## src/design/sjf_pkg.sv

```systemverilog
// ----------------------------------------------------------------------------
// sjf_pkg: shared types for the shortest-job-first wait scheduler
// Holds the fixed field widths and the selection record passed from the
// compare unit to the sequencer.
// ----------------------------------------------------------------------------
`default_nettype none

package sjf_pkg;

  localparam int unsigned TIME_W = 32;  // arrival time and run length
  localparam int unsigned WAIT_W = 63;  // saturating total

  // Job word in the table: {done, run length, arrival}
  localparam int unsigned JOB_W  = 2 * TIME_W + 1;

  typedef struct packed {
    logic              found;     // an arrived, unfinished job was seen
    logic [TIME_W-1:0] best_arr;  // arrival of the current best job
    logic [TIME_W-1:0] best_len;  // run length of the current best job
    logic [TIME_W-1:0] earliest;  // earliest arrival among unfinished jobs
  } sel_t;

endpackage : sjf_pkg

`default_nettype wire

```

## src/design/sjf_pick.sv

```systemverilog
// ----------------------------------------------------------------------------
// sjf_pick: shared compare unit for the table scan
// Takes one table word per cycle and keeps the best ready job (shortest run,
// then earliest arrival, then lowest slot) and the earliest pending arrival.
// ----------------------------------------------------------------------------
`default_nettype none

module sjf_pick #(
  parameter int unsigned IDX_W = 10,
  parameter int unsigned CLK_W = 43
) (
  input  wire logic                      clk_i,
  input  wire logic                      rst_ni,
  input  wire logic                      clr_i,
  input  wire logic                      valid_i,
  input  wire logic [IDX_W-1:0]          idx_i,
  input  wire logic [sjf_pkg::JOB_W-1:0] job_i,
  input  wire logic [CLK_W-1:0]          clock_i,
  output sjf_pkg::sel_t                  sel_o,
  output logic      [IDX_W-1:0]          best_idx_o
);

  sjf_pkg::sel_t                 sel_q, sel_d;
  logic [IDX_W-1:0]              best_idx_q, best_idx_d;
  logic [sjf_pkg::TIME_W-1:0]    arr, len;
  logic                          done, ready, better;

  assign arr  = job_i[sjf_pkg::TIME_W-1:0];
  assign len  = job_i[2*sjf_pkg::TIME_W-1:sjf_pkg::TIME_W];
  assign done = job_i[sjf_pkg::JOB_W-1];

  assign ready  = (CLK_W'(arr) <= clock_i);
  assign better = !sel_q.found || (len < sel_q.best_len) ||
                  ((len == sel_q.best_len) && (arr < sel_q.best_arr));

  always_comb begin
    sel_d      = sel_q;
    best_idx_d = best_idx_q;
    if (clr_i) begin
      sel_d.found    = 1'b0;
      sel_d.earliest = '1;
    end else if (valid_i && !done) begin
      if (arr < sel_q.earliest) begin
        sel_d.earliest = arr;
      end
      // strict compare keeps the lower slot on a full tie
      if (ready && better) begin
        sel_d.found    = 1'b1;
        sel_d.best_arr = arr;
        sel_d.best_len = len;
        best_idx_d     = idx_i;
      end
    end
  end

  always_ff @(posedge clk_i or negedge rst_ni) begin
    if (!rst_ni) begin
      sel_q      <= '{found: 1'b0, best_arr: '0, best_len: '0, earliest: '1};
      best_idx_q <= '0;
    end else begin
      sel_q      <= sel_d;
      best_idx_q <= best_idx_d;
    end
  end

  assign sel_o      = sel_q;
  assign best_idx_o = best_idx_q;

endmodule : sjf_pick

`default_nettype wire

```

## config.mk

```make
export PLATFORM = sky130hd
export DESIGN_NAME = sjf_pick
export DESIGN_NICKNAME = d
export VERILOG_FILES = /design/src/design/sjf_pkg.sv /design/src/design/sjf_pick.sv
export SDC_FILE = /design/constraint.sdc
export NUM_CORES = 1
export LEC_CHECK = 0
export BUFFER_PORTS_ARGS = -buffer_cell sky130_fd_sc_hd__buf_4
export CAP_MARGIN = 15
export CELL_PAD_IN_SITES_DETAIL_PLACEMENT = 1
export CELL_PAD_IN_SITES_GLOBAL_PLACEMENT = 1
export CORE_MARGIN = 4
export CORE_UTILIZATION = 44
export CTS_BUF_LIST = sky130_fd_sc_hd__clkbuf_8
export CTS_CLUSTER_DIAMETER = 100
export CTS_CLUSTER_SIZE = 12
export DETAILED_ROUTE_END_ITERATION = 6
export PLACE_DENSITY_LB_ADDON = 0.1
export SYNTH_ARGS = -nofsm -noshare
export SYNTH_HDL_FRONTEND = slang
export SYNTH_SLANG_ARGS = --single-unit
```

## constraint.sdc

```tcl
create_clock -name clk_i -period 4.3 [get_ports clk_i]
set_input_delay 0.215 -clock clk_i [delete_from_list [all_inputs] [get_ports clk_i]]
set_output_delay 0.215 -clock clk_i [all_outputs]
set_load 0.02 [all_outputs]
```

==> flow_summary.toml, run 1 <==
[synth]
syn-num-nets = 998
synth-seq-area-share_pct = 34.8
synth_commonest_cells = "128 x inv_1, 126 x ha_1, 76 x nor2_1"
synth_top_area_cell = "dfrtp_1"
yosys_warnings = 0
synth_area_leaders = "dfrtp_1 24%, ha_1 20%, mux2_4 12%, dfstp_2 11%, inv_1 6.2%"
syn_inst = 750
async_flop_share_pct = 100
yosys_most_used_dff = "dfrtp_1"
synthDistinctLibCells = 48
syn_avg_cell_area_um2 = 10.4
synth_edf_count = 0
yosysMostFrequentCell = "inv_1"
synth_area_um2 = 7810
synth-seq-cells = 107
synth_top_area_share_pct = 24.0

[place]
dp_hpwl_um = 17900
io_buffers = 228
gp_congestion = 0.755

[pwr]
clkPwrFrac_pct = 19.2
swShare_pct = 38.1
powerDensity_nw_per_um2 = 425
pwr-share-comb_pct = 46.0
peakVddDrop_uv = 242
power.internal_w = 0.00261
p_seq_share_pct = 34.8
p_leak_nw = 5.46
p_switching_w = 0.00161

[cts]
cts.path.max_buffers = 2
cts_tree = "built"
cts_sinks = 107
post_cts_resized = 0
clk_latency_ns = 0.40
htree_num_levels = 3
path_clk_slew_ns = 0.12
cts-root-buf = "clkbuf_8"
cts_buffers = 9

[timing]
max-slew-margin-rel_pct = 53.2
hold_violations = 0
finalClockSkew_ns = 0.0178
period_minus_slack_ns = 3.40
rsz0062_at_grt = "no"
fin_crit_sh_pct = 79.0
timing.hold.ws_ns = 0.0366
worstMarginPinSlew_ns = 0.702
finalSetupViolations = 0
drv_slew = 0
max_freq_ghz = 0.294
setup-tns-final_ns = 0

[flow_run]
cap_viol_max_count = 0

[die]
start_util_pct = 45.0
die_area_um2 = 19900
core-area_um2 = 17400
ios = 229
fp.dieH_um = 141
dieWidth_um = 141
rows = 48

[critical_path]
path_max_fanout = 23
critical-path-top-delay-family = "compound AO/OA/AOI/OAI gates"
worstSetupStartpointType = "flip-flop"
required_ns = 4.57
cpPeakStageDelay_ns = 0.58
critPathSlowestCell = "nor4_1"
critPathBufInv = 2
crit_chain = "inv_1, ha_1, nand4_1, nor4_1, o21ai_0, a2111oi_0, o21ai_2, a31oi_4, buf_4, mux2_2"
critPathArrivalTime_ns = 3.67
path_class = "reg2reg"
worstSetupEndpointType = "flip-flop"

[global_route]
grt_first_pass_wirelength_um = 36100
antenna_found_initial = 0
grt_max_degree = 67
track_usage_pct = 22.7
first_global_vias = 6862
grt_overflow = 0

[drt]
firstDrtPassIters = 4
wl_per_cell_um = 18.7
drtIter0Drc = 213
via_count = 6292
vias_per_cell = 5.21
ant_nets = 0
drt_wl_total_um = 22500
route.detailed.drc = 0

[layout]
drive_above_1_share_pct = 36.8
seqCellArea_um2 = 2720
nNetsFinal = 1226
multi_input_comb_area_um2 = 4430
nFillCells = 1966
num_antenna_cells = 0
area_delta_synth_final_pct = 27.4

[worst_hold_path]
hold_path.class = "in2reg"

[status]
status = "completed"
[cell type report]
class,instances,share of cell area [%]
clock buffer,9,1.25
clock inverter,7,1.35
tap,225,2.83
inverter,128,4.83
sequential,107,27.3
timing repair buffer,235,17.9
multi-input combinational,497,44.5
[through the flow]
stage	utilization [%]	power (W)	instances	worst slack (ns)	cell area [um2]
6_report	57.3	0.00422	1208	0.903	9940
4_1_cts	57.3	0.00427	1208	0.911	9940
3_5_place_dp	55.7	0.00344	1191	1.02	9680
5_1_grt	57.3	0.00451	1208	0.625	9940
2_1_floorplan	-	0.00264	750	1.39	7810
3_3_place_gp	55.7	0.00336	1191	1.14	9680
[sequential cells by signal, indices dropped and copies added, names as in the netlist]
register / count
sel_o: 97
best_idx_o: 10
[layer usage]
| metal | track usage (%) | share of wire (%) |
|---|---|---|
| met1 | 29.4 | 44 |
| met2 | 39.5 | 49 |
| met3 | 3.93 | 5.3 |
| met4 | 5.61 | 1.5 |
| met5 | 0 | 0 |
[placed cells by master (no fill, tap or decap), drive strengths merged, types with 4 or more instances in the layout]
cell type,n
o21ai,19
mux2i,32
ha,126
nor3,6
nor4,4
nand4,25
nand2,14
a21oi,39
nor2,76
inv,130
a211oi,7
nand3,11
dfrtp,75
mux2,74
and4,7
buf,234
clkbuf,9
a2111oi,4
a21o,19
dfstp,32
[cells by family (layout without fill, tap and decap cells)]
group | after synthesis | after routing | share of synthesized area (%)
AO/OA/AOI/OAI | 107 | 107 | 8.83
adder cells (fa/ha/maj) | 126 | 126 | 20.2
multiplexers | 106 | 106 | 17.7
buffers and inverters | 146 | 379 | 8.57
flip-flops | 107 | 107 | 34.8
AND/OR/NAND/NOR | 158 | 158 | 9.94
[power by group through the flow]
| stage | registers [W] | clock network (W) | logic (W) |
|---|---|---|---|
| floorplan | 0.00174 | 0 | 0.000897 |
| global placement | 0.00148 | 0 | 0.00189 |
| detailed placement | 0.00149 | 0 | 0.00195 |
| CTS | 0.00147 | 0.000830 | 0.00197 |
| global route | 0.00151 | 0.000866 | 0.00213 |
| finish | 0.00147 | 0.000810 | 0.00194 |
[path summary, 6_finish.rpt]
path                               start       endpoint  slack (ns)  depth (start not counted)
max                            sel_o[63]      sel_o[82]        0.90                         10
min                             idx_i[0]  best_idx_o[0]        0.04                          2
max reg2reg                    sel_o[63]      sel_o[82]        0.90                         10
min reg2reg                best_idx_o[9]  best_idx_o[9]        0.53                          1
max in group asynchronous         rst_ni      sel_o[71]        3.08                          3
min in group asynchronous         rst_ni      sel_o[84]        0.27                          2
[worst reg2reg max path: stages, from the launching register on]
cell and delay (ns):
dfrtp_1 0.39, inv_1 0.05, ha_1 0.30, nand4_1 0.16, nor4_1 0.58, o21ai_0 0.16
a2111oi_0 0.42, o21ai_2 0.14, a31oi_4 0.25, buf_4 0.42, mux2_2 0.41
[timing repair]
item	4_1_cts	5_1_grt
endpoints found under the hold margin	22	0
hold buffers	1	0
setup endpoints to repair	0	0
setup buffers	0	0
(Power assumes the default switching activity.)
==> inputs of run 2 (changes only) <==
--- a/config.mk
+++ b/config.mk
@@ -10,7 +10,7 @@
 export CELL_PAD_IN_SITES_DETAIL_PLACEMENT = 1
 export CELL_PAD_IN_SITES_GLOBAL_PLACEMENT = 1
 export CORE_MARGIN = 4
-export CORE_UTILIZATION = 44
+export CORE_UTILIZATION = 41
 export CTS_BUF_LIST = sky130_fd_sc_hd__clkbuf_8
 export CTS_CLUSTER_DIAMETER = 100
 export CTS_CLUSTER_SIZE = 12
==> constraint.sdc (replaced) <==
create_clock -name clk_i -period 3.5 [get_ports clk_i]
set_input_delay 0.175 -clock clk_i [delete_from_list [all_inputs] [get_ports clk_i]]
set_output_delay 0.175 -clock clk_i [all_outputs]
set_load 0.02 [all_outputs]
==> run 2 against run 1 <==
Effect of this change: register-to-register slack worse by 0.61 ns; cell count up 2.7%; largest power group unchanged; global-route usage down 1.8 points; utilization down 2.9 points; sequential cell count unchanged; first-iteration DRC count down 1.4%; critical path depth up 1; sequential share of layout area down 0.63 points; critical path type unchanged; total power up 19%; non-clock buffer count up 24; largest cell class unchanged; critical endpoint is now sel_o[77].
==> flow_summary.toml, run 2 (same netlist as run 1, synthesis figures left out) <==
[drt]
route.detailed.drc = 0
wl_per_cell_um = 18.0
drt_wl_total_um = 22300
via_count = 6318
drtIter0Drc = 210
firstDrtPassIters = 6
ant_nets = 0
vias_per_cell = 5.09

[critical_path]
required_ns = 3.78
path_max_fanout = 41
path_class = "reg2reg"
worstSetupStartpointType = "flip-flop"
worstSetupEndpointType = "flip-flop"
critPathArrivalTime_ns = 3.48

[layout]
final_cell_mix = "232 x buf_4, 129 x inv_1, 126 x ha_1, 76 x nor2_1, 75 x dfrtp_1"
nNetsFinal = 1250
drive_above_1_share_pct = 36.0
num_antenna_cells = 0
final_common_cell = "buf_4"
area_delta_synth_final_pct = 30.3
fin_area_um2 = 10200
largest_reg_flops = 97
final-instance-count-excl-fill = 1241

[global_route]
first_global_vias = 6880
grt_overflow = 0
antenna_found_initial = 0
track_usage_pct = 20.9
grt_max_degree = 66
grt_first_pass_wirelength_um = 36200

[worst_hold_path]
hold_path.class = "in2reg"

[status]
status = "completed"

[pwr]
peakVddDrop_uv = 265
power.internal_w = 0.00310
p_leak_nw = 5.55
p_switching_w = 0.00194
pwr-share-comb_pct = 47.4
p_seq_share_pct = 35.8
swShare_pct = 38.5
clkPwrFrac_pct = 16.8
powerDensity_nw_per_um2 = 495

[timing]
worstMarginPinSlew_ns = 0.726
setup-tns-final_ns = 0
hold_violations = 0
max_freq_ghz = 0.312
finalClockSkew_ns = 0.0134
drv_slew = 0
timing.hold.ws_ns = 0.0185
rsz0062_at_grt = "no"
fin_crit_sh_pct = 91.6
finalSetupViolations = 0
max-slew-margin-rel_pct = 51.6
period_minus_slack_ns = 3.21

[place]
gp_congestion = 0.768
dp_hpwl_um = 17500
io_buffers = 228
dpl_cell_area_um2 = 9720
dp_cells = 1201

[cts]
clk_latency_ns = 0.39
path_clk_slew_ns = 0.12
cts_buffers = 9
htree_num_levels = 3
post-cts-setup-buffers = 0
cts.path.max_buffers = 2
cts_sinks = 107
cts_tree = "built"
cts-root-buf = "clkbuf_8"

[die]
die_area_um2 = 21300
rows = 50
ios = 229
start_util_pct = 41.7
core-area_um2 = 18700
fp.dieH_um = 146
dieWidth_um = 146

[flow_run]
cap_viol_max_count = 0
[run 2: worst paths after layout]
path / from / end / slack [ns] / depth (start not counted)
max: sel_o[83] / sel_o[77] / 0.29 / 11
min: job_i[63] / sel_o[63] / 0.02 / 2
max reg2reg: sel_o[83] / sel_o[77] / 0.29 / 11
min reg2reg: sel_o[29] / sel_o[29] / 0.53 / 2
max in group asynchronous: rst_ni / sel_o[29] / 2.34 / 3
min in group asynchronous: rst_ni / sel_o[83] / 0.37 / 2
[run 2: area by class of cell]
type                            count  area, um2
Tap cell                          234        293
Clock buffer                       10        138
Sequential cell                   107       2720
Multi-Input combinational cell    497       4430
Timing Repair Buffer              259       2040
Clock inverter                      6       72.6
Inverter                          128        480
Fill cell                        2101       8530
[run 2: routing by layer]
metal,GRT usage (%),vias to the layer above,part of all wire (%)
met5,0,-,0
li1,-,3104,-
met3,4.11,20,4.9
met4,5.46,0,1.8
met2,35.5,147,47
met1,27.3,3047,46
[run 2: worst max-delay path, stage by stage (launching register included)]
cell       delay, ns
dfrtp_1         0.40
inv_1           0.06
ha_1            0.30
a21oi_1         0.14
o21ai_1         0.09
a221o_1         0.40
a2111oi_0       0.46
buf_4           0.19
o21ai_2         0.06
a31oi_4         0.25
buf_12          0.33
mux2_2          0.38
[run 2: power by group through the flow]
stage	clock, W	sequential [W]	combinational (W)
finish	0.000846	0.00181	0.00239
global placement	0	0.00182	0.00233
detailed placement	0	0.00182	0.00239
floorplan	0	0.00214	0.00110
global route	0.000917	0.00186	0.00263
CTS	0.000874	0.00181	0.00242
[run 2: per-stage QoR]
step	power [W]	setup slack, ns	util (%)
floorplan	0.00324	0.592	-
global route	0.00540	0.128	54.4
finish	0.00504	0.293	54.4
global placement	0.00414	0.410	52.0
detailed placement	0.00421	0.243	52.0
CTS	0.00510	0.183	54.4
[run 2: repair_timing]
action,4_1_cts,5_1_grt
gates resized for setup,0,1
endpoints found under the hold margin,51,0
hold buffers,24,0
setup endpoints to repair,0,13
