===== src/design/sjf_ram.sv =====
// ----------------------------------------------------------------------------
// sjf_ram: generic single-write, single-read RAM
// One write port and one read port, read data registered.
// ----------------------------------------------------------------------------
`default_nettype none

module sjf_ram #(
  parameter int unsigned WIDTH = 8,
  parameter int unsigned DEPTH = 16
) (
  input  wire logic                     clk_i,
  input  wire logic                     we_i,
  input  wire logic [$clog2(DEPTH)-1:0] waddr_i,
  input  wire logic [WIDTH-1:0]         wdata_i,
  input  wire logic [$clog2(DEPTH)-1:0] raddr_i,
  output logic      [WIDTH-1:0]         rdata_o
);

  logic [WIDTH-1:0] mem_q [DEPTH];

  always_ff @(posedge clk_i) begin
    if (we_i) begin
      mem_q[waddr_i] <= wdata_i;
    end
    rdata_o <= mem_q[raddr_i];
  end

endmodule : sjf_ram

`default_nettype wire


===== config.mk =====
export PLATFORM = sky130hd
export DESIGN_NAME = sjf_ram
export DESIGN_NICKNAME = d
export VERILOG_FILES = /design/src/design/sjf_ram.sv
export SDC_FILE = /design/constraint.sdc
export NUM_CORES = 1
export LEC_CHECK = 0
export BUFFER_PORTS_ARGS = -buffer_cell sky130_fd_sc_hd__buf_2
export CAP_MARGIN = 0
export CORE_MARGIN = 10
export CORE_UTILIZATION = 54
export DETAILED_ROUTE_END_ITERATION = 12
export GPL_TIMING_DRIVEN = 1
export HOLD_SLACK_MARGIN = 0.1
export PLACE_DENSITY_LB_ADDON = 0.05
export SYNTH_ARGS = -nofsm -noshare
export SYNTH_HDL_FRONTEND = slang
export SYNTH_SLANG_ARGS = --single-unit

===== constraint.sdc =====
create_clock -name clk_i -period 1.7 [get_ports clk_i]
set_input_delay 0.255 -clock clk_i [delete_from_list [all_inputs] [get_ports clk_i]]
set_output_delay 0.255 -clock clk_i [all_outputs]
set_load 0.02 [all_outputs]

==> run_summary.xml, run 1 <==
<?xml version="1.0" encoding="UTF-8"?>
<metrics>
  <group name="yosys">
    <metric name="synth_area" unit="mm2">0.00515</metric>
    <metric name="cells_after_synthesis" unit="">229</metric>
    <metric name="synthTopCellsByCount" unit="">128 x sky130_fd_sc_hd__edfxtp_1, 18 x sky130_fd_sc_hd__mux4_2, 16 x sky130_fd_sc_hd__a22oi_1</metric>
    <metric name="synth_seq_cells" unit="">136</metric>
    <metric name="post_synth_num_cell_types" unit="">19</metric>
    <metric name="synth.yosys.seq_area_share" unit="">0.778</metric>
    <metric name="synth_nets" unit="">247</metric>
    <metric name="yosys.cell_count.top_type" unit="">sky130_fd_sc_hd__edfxtp_1</metric>
    <metric name="synth_enable_flop_cells" unit="">128</metric>
    <metric name="synth-warning-count" unit="">0</metric>
    <metric name="synth-async-reset-ratio" unit="">0</metric>
    <metric name="synth.top_cell.area_share" unit="">0.747</metric>
    <metric name="post_synth.cell_area_avg" unit="um2">22.5</metric>
    <metric name="synth_flop_cell" unit="">sky130_fd_sc_hd__edfxtp_1</metric>
    <metric name="synth_top_cell_by_area" unit="">sky130_fd_sc_hd__edfxtp_1</metric>
    <metric name="synth_top_cells_by_area" unit="">sky130_fd_sc_hd__edfxtp_1 75%, sky130_fd_sc_hd__mux4_2 7.9%, sky130_fd_sc_hd__mux4_1 7.1%</metric>
  </group>
  <group name="flow_run">
    <metric name="max_cap_violations" unit="">0</metric>
  </group>
  <group name="power">
    <metric name="power_per_cell_area" unit="mW/mm2">1220</metric>
    <metric name="power.ir.vdd_worst" unit="mV">0.694</metric>
    <metric name="power.total" unit="W">0.00743</metric>
    <metric name="power.leakage" unit="nW">2.07</metric>
  </group>
  <group name="worst_setup_path">
    <metric name="worst-setup-path-type" unit="">flip-flop to flip-flop</metric>
    <metric name="r2r_slack" unit="ps">350</metric>
    <metric name="timing.reg2reg.worst_path_depth" unit="">3</metric>
    <metric name="crit_path_launch" unit="">mem_q[2][2]</metric>
    <metric name="timing.critical_path.required" unit="ps">2080</metric>
    <metric name="worstSetupStartpointType" unit="">flip-flop</metric>
    <metric name="regToRegStartpoint" unit="">mem_q[2][2]</metric>
    <metric name="arrival" unit="ps">1730</metric>
    <metric name="reg2reg_end" unit="">rdata_o[2]</metric>
    <metric name="worst_setup_path_end_kind" unit="">flip-flop</metric>
    <metric name="cp_max_fo" unit="">1</metric>
    <metric name="worst_setup_path_endpoint" unit="">rdata_o[2]</metric>
  </group>
  <group name="routing">
    <metric name="routed_via_density" unit="">5.67</metric>
    <metric name="detailroute.via_count" unit="">2431</metric>
    <metric name="dr.first_iter.drc_count" unit="">172</metric>
    <metric name="final_wirelength" unit="mm">9.88</metric>
    <metric name="post-route-drc-count" unit="">0</metric>
    <metric name="drtPass1Iterations" unit="">4</metric>
    <metric name="ant_nets" unit="">0</metric>
    <metric name="drt-wirelength-per-cell" unit="um">23.0</metric>
  </group>
  <group name="floorplan">
    <metric name="core_area" unit="mm2">0.00924</metric>
    <metric name="starting_utilization_of_the_core_area" unit="">0.557</metric>
    <metric name="ios" unit="">26</metric>
    <metric name="floorplan.die_area" unit="mm2">0.0138</metric>
    <metric name="die_height" unit="um">118</metric>
    <metric name="number_of_placement_rows" unit="">35</metric>
    <metric name="die_width" unit="um">118</metric>
  </group>
  <group name="hold_path">
    <metric name="hold_start" unit="">wdata_i[0]</metric>
    <metric name="holdCritPathClass" unit="">input pin to flip-flop</metric>
  </group>
  <group name="clocking">
    <metric name="path_clk_slew" unit="ps">60</metric>
    <metric name="clockBufferDepth" unit="">2</metric>
    <metric name="tritoncts" unit="">built</metric>
    <metric name="cts_hold_repair.buffers" unit="">0</metric>
    <metric name="clockRootBuffer" unit="">sky130_fd_sc_hd__clkbuf_8</metric>
    <metric name="ctsResizeCount" unit="">0</metric>
    <metric name="cts.sink_count" unit="">136</metric>
    <metric name="latest_clock_arrival_within_the_worst_skew_pair" unit="ps">500</metric>
    <metric name="cts-buffers-inserted" unit="">17</metric>
    <metric name="cts_setup_buffers" unit="">0</metric>
    <metric name="cts_max_level" unit="">4</metric>
  </group>
  <group name="global_routing">
    <metric name="first_pass_grt_wire_length" unit="mm">15.2</metric>
    <metric name="grt_use_total" unit="">0.149</metric>
    <metric name="grt_max_degree" unit="">33</metric>
    <metric name="grt_antenna_before_repair" unit="">1</metric>
    <metric name="grt.overflow.total" unit="">0</metric>
    <metric name="grt_pass1_vias" unit="">2533</metric>
  </group>
  <group name="timing">
    <metric name="finalCriticalPeriod" unit="ps">1350</metric>
    <metric name="unrepaired_setup_endpoints_after_global_routing" unit="">false</metric>
    <metric name="final_hold_viol_count" unit="">0</metric>
    <metric name="setup_viol" unit="">0</metric>
    <metric name="slew_violations" unit="">0</metric>
    <metric name="maxSlewHeadroom" unit="">0.449</metric>
    <metric name="timing.fmax" unit="MHz">738</metric>
    <metric name="finalSetupTns" unit="ps">0</metric>
    <metric name="final_min_period_over_clock_period" unit="">0.797</metric>
    <metric name="worstMarginPinSlew" unit="ps">825</metric>
    <metric name="clock_skew" unit="ps">17.6</metric>
  </group>
  <group name="final_layout">
    <metric name="area_delta_synth_final" unit="%">18.5</metric>
    <metric name="register_area" unit="mm2">0.00400</metric>
    <metric name="multi_input_comb_area" unit="mm2">0.00106</metric>
    <metric name="final_layout_size_suffix_gt1_frac" unit="">0.324</metric>
    <metric name="layout.core_utilization" unit="">0.660</metric>
    <metric name="fill_cell_instance_count_of_the_final_layout" unit="">619</metric>
    <metric name="layout.nets" unit="">304</metric>
  </group>
  <group name="placed_design">
    <metric name="gp_routability_congestion" unit="">0.730</metric>
    <metric name="port_buffers" unit="">25</metric>
    <metric name="place.detailed.hpwl" unit="mm">6.17</metric>
  </group>
  <group name="run_status">
    <metric name="outcome" unit="">finished clean</metric>
  </group>
</metrics>
## cell families after synthesis
| family | Yosys count | share of synthesized area |
|---|---|---|
| muxes | 32 | 0.150 |
| buffers and inverters | 10 | 0.0168 |
| AOI/OAI and AO/OA | 16 | 0.0233 |
| DFF | 136 | 0.778 |
| and+or+nand+nor | 35 | 0.0318 |
## worst min path at each step
stage / end / slack, ps / depth (start not counted)
finish: mem_q[15][0] / 140 / 1
global placement: mem_q[8][3] / 640 / 1
CTS: mem_q[15][0] / 110 / 1
floorplan: mem_q[0][0] / 350 / 0
detailed placement: mem_q[15][0] / 650 / 1
global route: mem_q[15][0] / 120 / 1
## registers in the layout (all words and copies together) (netlist names)
name     count
mem_q      128
rdata_o      8
## cells in the final DEF, fill, tap and decap left out
cell type	n
sky130_fd_sc_hd__a22oi_1	16
sky130_fd_sc_hd__and2_1	1
sky130_fd_sc_hd__and2b_1	1
sky130_fd_sc_hd__buf_12	2
sky130_fd_sc_hd__buf_2	25
sky130_fd_sc_hd__buf_4	21
sky130_fd_sc_hd__bufinv_16	1
sky130_fd_sc_hd__clkbuf_1	1
sky130_fd_sc_hd__clkbuf_16	16
sky130_fd_sc_hd__clkbuf_8	1
sky130_fd_sc_hd__clkinv_1	2
sky130_fd_sc_hd__clkinv_4	4
sky130_fd_sc_hd__clkinvlp_4	5
sky130_fd_sc_hd__dfxtp_1	8
sky130_fd_sc_hd__diode_2	1
sky130_fd_sc_hd__edfxtp_1	128
sky130_fd_sc_hd__inv_6	2
sky130_fd_sc_hd__mux4_1	14
sky130_fd_sc_hd__mux4_2	18
sky130_fd_sc_hd__nand2_1	9
sky130_fd_sc_hd__nand2b_1	2
sky130_fd_sc_hd__nand3_1	1
sky130_fd_sc_hd__nand3b_1	2
sky130_fd_sc_hd__nor2_1	13
sky130_fd_sc_hd__nor2b_1	1
sky130_fd_sc_hd__nor3_1	3
sky130_fd_sc_hd__nor3_2	1
sky130_fd_sc_hd__or3b_2	1
## through the flow
| stage | hold WS, ps | cell area, um2 | worst slack [ps] | std cells |
|---|---|---|---|---|
| after floorplan | 354 | 5150 | 179 | 229 |
| after global placement | 642 | 5550 | -28.0 | 396 |
| after detailed placement | 651 | 5550 | -27.9 | 396 |
| after CTS | 107 | 6100 | 335 | 428 |
| after global routing | 118 | 6100 | 262 | 428 |
| final | 136 | 6100 | 345 | 429 |
## layer usage
layer	vias to the layer above	track usage	wire, um
met3	4	0.0504	577
met2	72	0.223	4750
met1	1262	0.201	4490
met4	0	0.0487	52
met5	-	0	0
li1	1093	-	-
## worst max-delay path, stage by stage (launching register included)
cell                       delay (ps)
sky130_fd_sc_hd__edfxtp_1         360
sky130_fd_sc_hd__mux4_1           500
sky130_fd_sc_hd__a22oi_1          270
sky130_fd_sc_hd__nand2_1           90
## report_power, final
part / leakage (nW) / switching, W / internal, W
clock network: 0.249 / 0.00134 / 0.00194
logic: 0.601 / 0.000220 / 0.000157
registers: 1.22 / 0.0000212 / 0.00375
total: 2.07 / 0.00158 / 0.00585
## cell type report
cell class	count	area share
multi-input combinational	83	0.174
antenna	1	0.000410
clock inverter	14	0.0209
timing repair buffer	48	0.0529
tap	129	0.0265
sequential	136	0.657
clock buffer	18	0.0685
Power figures use the tool's default switching activity.
==> run 2, diff against run 1 <==
Settings changed: ABC_AREA set to 1, CORE_UTILIZATION 54 to 60.
Clock period 1.7 ns to 1.3 ns, I/O delays scaled along.
==> run 2 against run 1 <==
Non-clock buffer count rose by 11. Wire length rose by 28%. Register-to-register slack got worse by 110 ps. Clock power rose by 47%. Via count rose by 59%. Combinational power rose by 80%. Global-route usage rose by 4.0 points. Final area rose by 12%. Largest power group unchanged. Highest routed layer unchanged.
==> run_summary.xml, run 2 <==
<?xml version="1.0" encoding="UTF-8"?>
<metrics>
  <group name="yosys">
    <metric name="post_synth_num_cell_types" unit="">12</metric>
    <metric name="synth_seq_cells" unit="">136</metric>
    <metric name="synth_flop_cell" unit="">sky130_fd_sc_hd__edfxtp_1</metric>
    <metric name="synth_top_cells_by_area" unit="">sky130_fd_sc_hd__edfxtp_1 67%, sky130_fd_sc_hd__nand2_1 11%, sky130_fd_sc_hd__nand3_1 8.4%</metric>
    <metric name="synth.yosys.seq_area_share" unit="">0.694</metric>
    <metric name="synth_top_cell_by_area" unit="">sky130_fd_sc_hd__edfxtp_1</metric>
    <metric name="yosys.cell_count.top_type" unit="">sky130_fd_sc_hd__nand2_1</metric>
    <metric name="synth_area" unit="mm2">0.00577</metric>
    <metric name="synthTopCellsByCount" unit="">173 x sky130_fd_sc_hd__nand2_1, 128 x sky130_fd_sc_hd__edfxtp_1, 100 x sky130_fd_sc_hd__inv_1</metric>
    <metric name="synth_nets" unit="">569</metric>
    <metric name="synth-async-reset-ratio" unit="">0</metric>
    <metric name="synth-warning-count" unit="">0</metric>
    <metric name="cells_after_synthesis" unit="">551</metric>
    <metric name="post_synth.cell_area_avg" unit="um2">10.5</metric>
    <metric name="synth_enable_flop_cells" unit="">128</metric>
    <metric name="synth.top_cell.area_share" unit="">0.667</metric>
  </group>
  <group name="routing">
    <metric name="final_wirelength" unit="mm">12.7</metric>
    <metric name="ant_nets" unit="">0</metric>
    <metric name="dr.first_iter.drc_count" unit="">343</metric>
    <metric name="post-route-drc-count" unit="">0</metric>
    <metric name="routed_via_density" unit="">5.16</metric>
    <metric name="detailroute.via_count" unit="">3855</metric>
    <metric name="drtPass1Iterations" unit="">5</metric>
    <metric name="drt-wirelength-per-cell" unit="um">16.9</metric>
  </group>
  <group name="timing">
    <metric name="finalCriticalPeriod" unit="ps">1250</metric>
    <metric name="setup_viol" unit="">0</metric>
    <metric name="timing.fmax" unit="MHz">798</metric>
    <metric name="final_hold_viol_count" unit="">0</metric>
    <metric name="maxSlewHeadroom" unit="">0.762</metric>
    <metric name="final_min_period_over_clock_period" unit="">0.963</metric>
    <metric name="worstMarginPinSlew" unit="ps">358</metric>
    <metric name="setup_ws" unit="ps">47.5</metric>
    <metric name="clock_skew" unit="ps">10.0</metric>
    <metric name="unrepaired_setup_endpoints_after_global_routing" unit="">false</metric>
    <metric name="slew_violations" unit="">0</metric>
  </group>
  <group name="final_layout">
    <metric name="registers.top_by_ff_count" unit="">mem_q</metric>
    <metric name="layout.core_utilization" unit="">0.737</metric>
    <metric name="final_layout_size_suffix_gt1_frac" unit="">0.138</metric>
    <metric name="reg_top3" unit="">mem_q: 128 flops, rdata_o: 8 flops</metric>
    <metric name="layout.cells.most_common" unit="">sky130_fd_sc_hd__nand2_1</metric>
    <metric name="mostFrequentLayoutCells" unit="">173 x sky130_fd_sc_hd__nand2_1, 128 x sky130_fd_sc_hd__edfxtp_1, 100 x sky130_fd_sc_hd__inv_1</metric>
    <metric name="layout.nets" unit="">623</metric>
    <metric name="number_of_flip_flops_in_the_largest_register" unit="">128</metric>
    <metric name="area_delta_synth_final" unit="%">18.6</metric>
    <metric name="finish.cell_count_without_fillers" unit="">747</metric>
    <metric name="insertedDiodeCount" unit="">0</metric>
    <metric name="final_area" unit="mm2">0.00684</metric>
  </group>
  <group name="power">
    <metric name="switchingPower" unit="W">0.00230</metric>
    <metric name="power.share.combinational" unit="">0.065</metric>
    <metric name="power.leakage" unit="nW">2.99</metric>
    <metric name="netSwitchingFraction" unit="">0.221</metric>
    <metric name="power_report.internal_total" unit="W">0.00812</metric>
    <metric name="clock_power_share" unit="">0.462</metric>
    <metric name="power_per_cell_area" unit="mW/mm2">1520</metric>
    <metric name="power.ir.vdd_worst" unit="mV">0.900</metric>
    <metric name="seq_power_share" unit="">0.473</metric>
    <metric name="power.total" unit="W">0.0104</metric>
  </group>
  <group name="floorplan">
    <metric name="die_width" unit="um">118</metric>
    <metric name="die_height" unit="um">118</metric>
    <metric name="core_area" unit="mm2">0.00928</metric>
    <metric name="ios" unit="">26</metric>
    <metric name="number_of_placement_rows" unit="">35</metric>
    <metric name="starting_utilization_of_the_core_area" unit="">0.621</metric>
    <metric name="floorplan.die_area" unit="mm2">0.0139</metric>
  </group>
  <group name="global_routing">
    <metric name="first_pass_grt_wire_length" unit="mm">20.3</metric>
    <metric name="grt_use_total" unit="">0.189</metric>
    <metric name="grt.overflow.total" unit="">0</metric>
    <metric name="grt_max_degree" unit="">47</metric>
    <metric name="grt_antenna_before_repair" unit="">0</metric>
    <metric name="grt_pass1_vias" unit="">3767</metric>
  </group>
  <group name="worst_setup_path">
    <metric name="cp_max_fo" unit="">1</metric>
    <metric name="cp_top_family" unit="">flip-flops</metric>
    <metric name="crit_chain" unit="">buf_4</metric>
    <metric name="timing.critical_path.buf_inv" unit="">1</metric>
    <metric name="worstSetupStartpointType" unit="">flip-flop</metric>
    <metric name="worst_setup_path_end_kind" unit="">output pin</metric>
    <metric name="timing.critical_path.required" unit="ps">1110</metric>
    <metric name="worst-setup-path-type" unit="">flip-flop to output pin</metric>
    <metric name="cpMaxStageDelayCell" unit="">sky130_fd_sc_hd__dfxtp_1</metric>
    <metric name="arrival" unit="ps">1060</metric>
    <metric name="critical-path-max-stage-delay" unit="ps">370</metric>
  </group>
  <group name="placed_design">
    <metric name="gp_routability_congestion" unit="">0.837</metric>
    <metric name="place.detailed.hpwl" unit="mm">7.71</metric>
    <metric name="placed_cells_incl_taps" unit="">708</metric>
    <metric name="preCtsSetupSlack" unit="ps">-23.4</metric>
    <metric name="placedInstanceArea" unit="mm2">0.00616</metric>
    <metric name="port_buffers" unit="">25</metric>
  </group>
  <group name="clocking">
    <metric name="cts-buffers-inserted" unit="">17</metric>
    <metric name="path_clk_slew" unit="ps">60</metric>
    <metric name="clockBufferDepth" unit="">2</metric>
    <metric name="clockRootBuffer" unit="">sky130_fd_sc_hd__clkbuf_8</metric>
    <metric name="cts.sink_count" unit="">136</metric>
    <metric name="latest_clock_arrival_within_the_worst_skew_pair" unit="ps">520</metric>
    <metric name="tritoncts" unit="">built</metric>
    <metric name="cts_max_level" unit="">4</metric>
  </group>
  <group name="flow_run">
    <metric name="max_cap_violations" unit="">0</metric>
  </group>
  <group name="hold_path">
    <metric name="holdCritPathClass" unit="">input pin to flip-flop</metric>
  </group>
  <group name="run_status">
    <metric name="outcome" unit="">finished clean</metric>
  </group>
</metrics>
-- run 2: changes by cell type in the layout (fill, tap and decap cells not counted), moves of 3 or more --
cell	previous run	this run
sky130_fd_sc_hd__inv_1	0	100
sky130_fd_sc_hd__nand3_1	1	97
sky130_fd_sc_hd__mux4_1	14	0
sky130_fd_sc_hd__clkinv_4	4	1
sky130_fd_sc_hd__nor2_1	13	17
sky130_fd_sc_hd__dlygate4sd3_1	0	7
sky130_fd_sc_hd__a22oi_1	16	0
sky130_fd_sc_hd__nand2_1	9	173
sky130_fd_sc_hd__mux4_2	18	0
sky130_fd_sc_hd__nor3_1	3	0
sky130_fd_sc_hd__buf_12	2	6
-- run 2: final timing paths --
path	end	start	cells after the start	slack [ps]
worst max-delay path	rdata_o[2]	rdata_o[2]	1	50
worst min-delay path	mem_q[5][5]	wdata_i[5]	1	110
worst max register to register	rdata_o[2]	mem_q[1][2]	6	240
worst min register to register	rdata_o[6]	mem_q[11][6]	6	670
-- run 2: repair_timing --
item | CTS | global route
endpoints found under the hold margin | 61 | 4
endpoints found under the setup margin | 1 | 0
hold buffers | 6 | 1
buffers inserted | 0 | 0
gates resized for setup | 1 | 0
-- run 2: cell type report --
type                            instances  area, um2
Sequential cell                       136       4000
Fill cell                             685       2450
Multi-Input combinational cell        289       1210
Timing Repair Buffer                   59        475
Clock buffer                           19        432
Inverter                              102        383
Clock inverter                         13        169
Tap cell                              129        161
-- run 2: metal layers --
| metal | wire length (um) | share of wire | up-vias | global-route usage |
|---|---|---|---|---|
| met4 | 200 | 0.016 | 0 | 0.0634 |
| met1 | 5320 | 0.42 | 1820 | 0.243 |
| met3 | 835 | 0.066 | 17 | 0.0465 |
| li1 | - | - | 1885 | - |
| met2 | 6300 | 0.50 | 133 | 0.305 |
| met5 | 0 | 0 | - | 0 |
-- run 2: logic make-up (layout without fill, tap and decap cells) --
| group | Yosys count | in the layout | synth area share |
|---|---|---|---|
| AND/OR/NAND/NOR | 289 | 289 | 0.210 |
| flip-flops | 136 | 136 | 0.694 |
| buffers and inverters | 126 | 193 | 0.0952 |
-- run 2: power groups by stage --
stage,registers [W],logic (W),clock network (W)
5_1_grt,0.00494,0.000745,0.00512
6_report,0.00493,0.000677,0.00481
2_1_floorplan,0.00505,0.000346,0
3_3_place_gp,0.00502,0.000647,0
3_5_place_dp,0.00502,0.000658,0
4_1_cts,0.00493,0.000680,0.00487
-- run 2: per-stage QoR --
step	hold slack [ps]	TNS [ps]
3_5_place_dp	580	-23.4
2_1_floorplan	294	0
3_3_place_gp	578	0
4_1_cts	100	0
6_report	111	0
5_1_grt	107	0
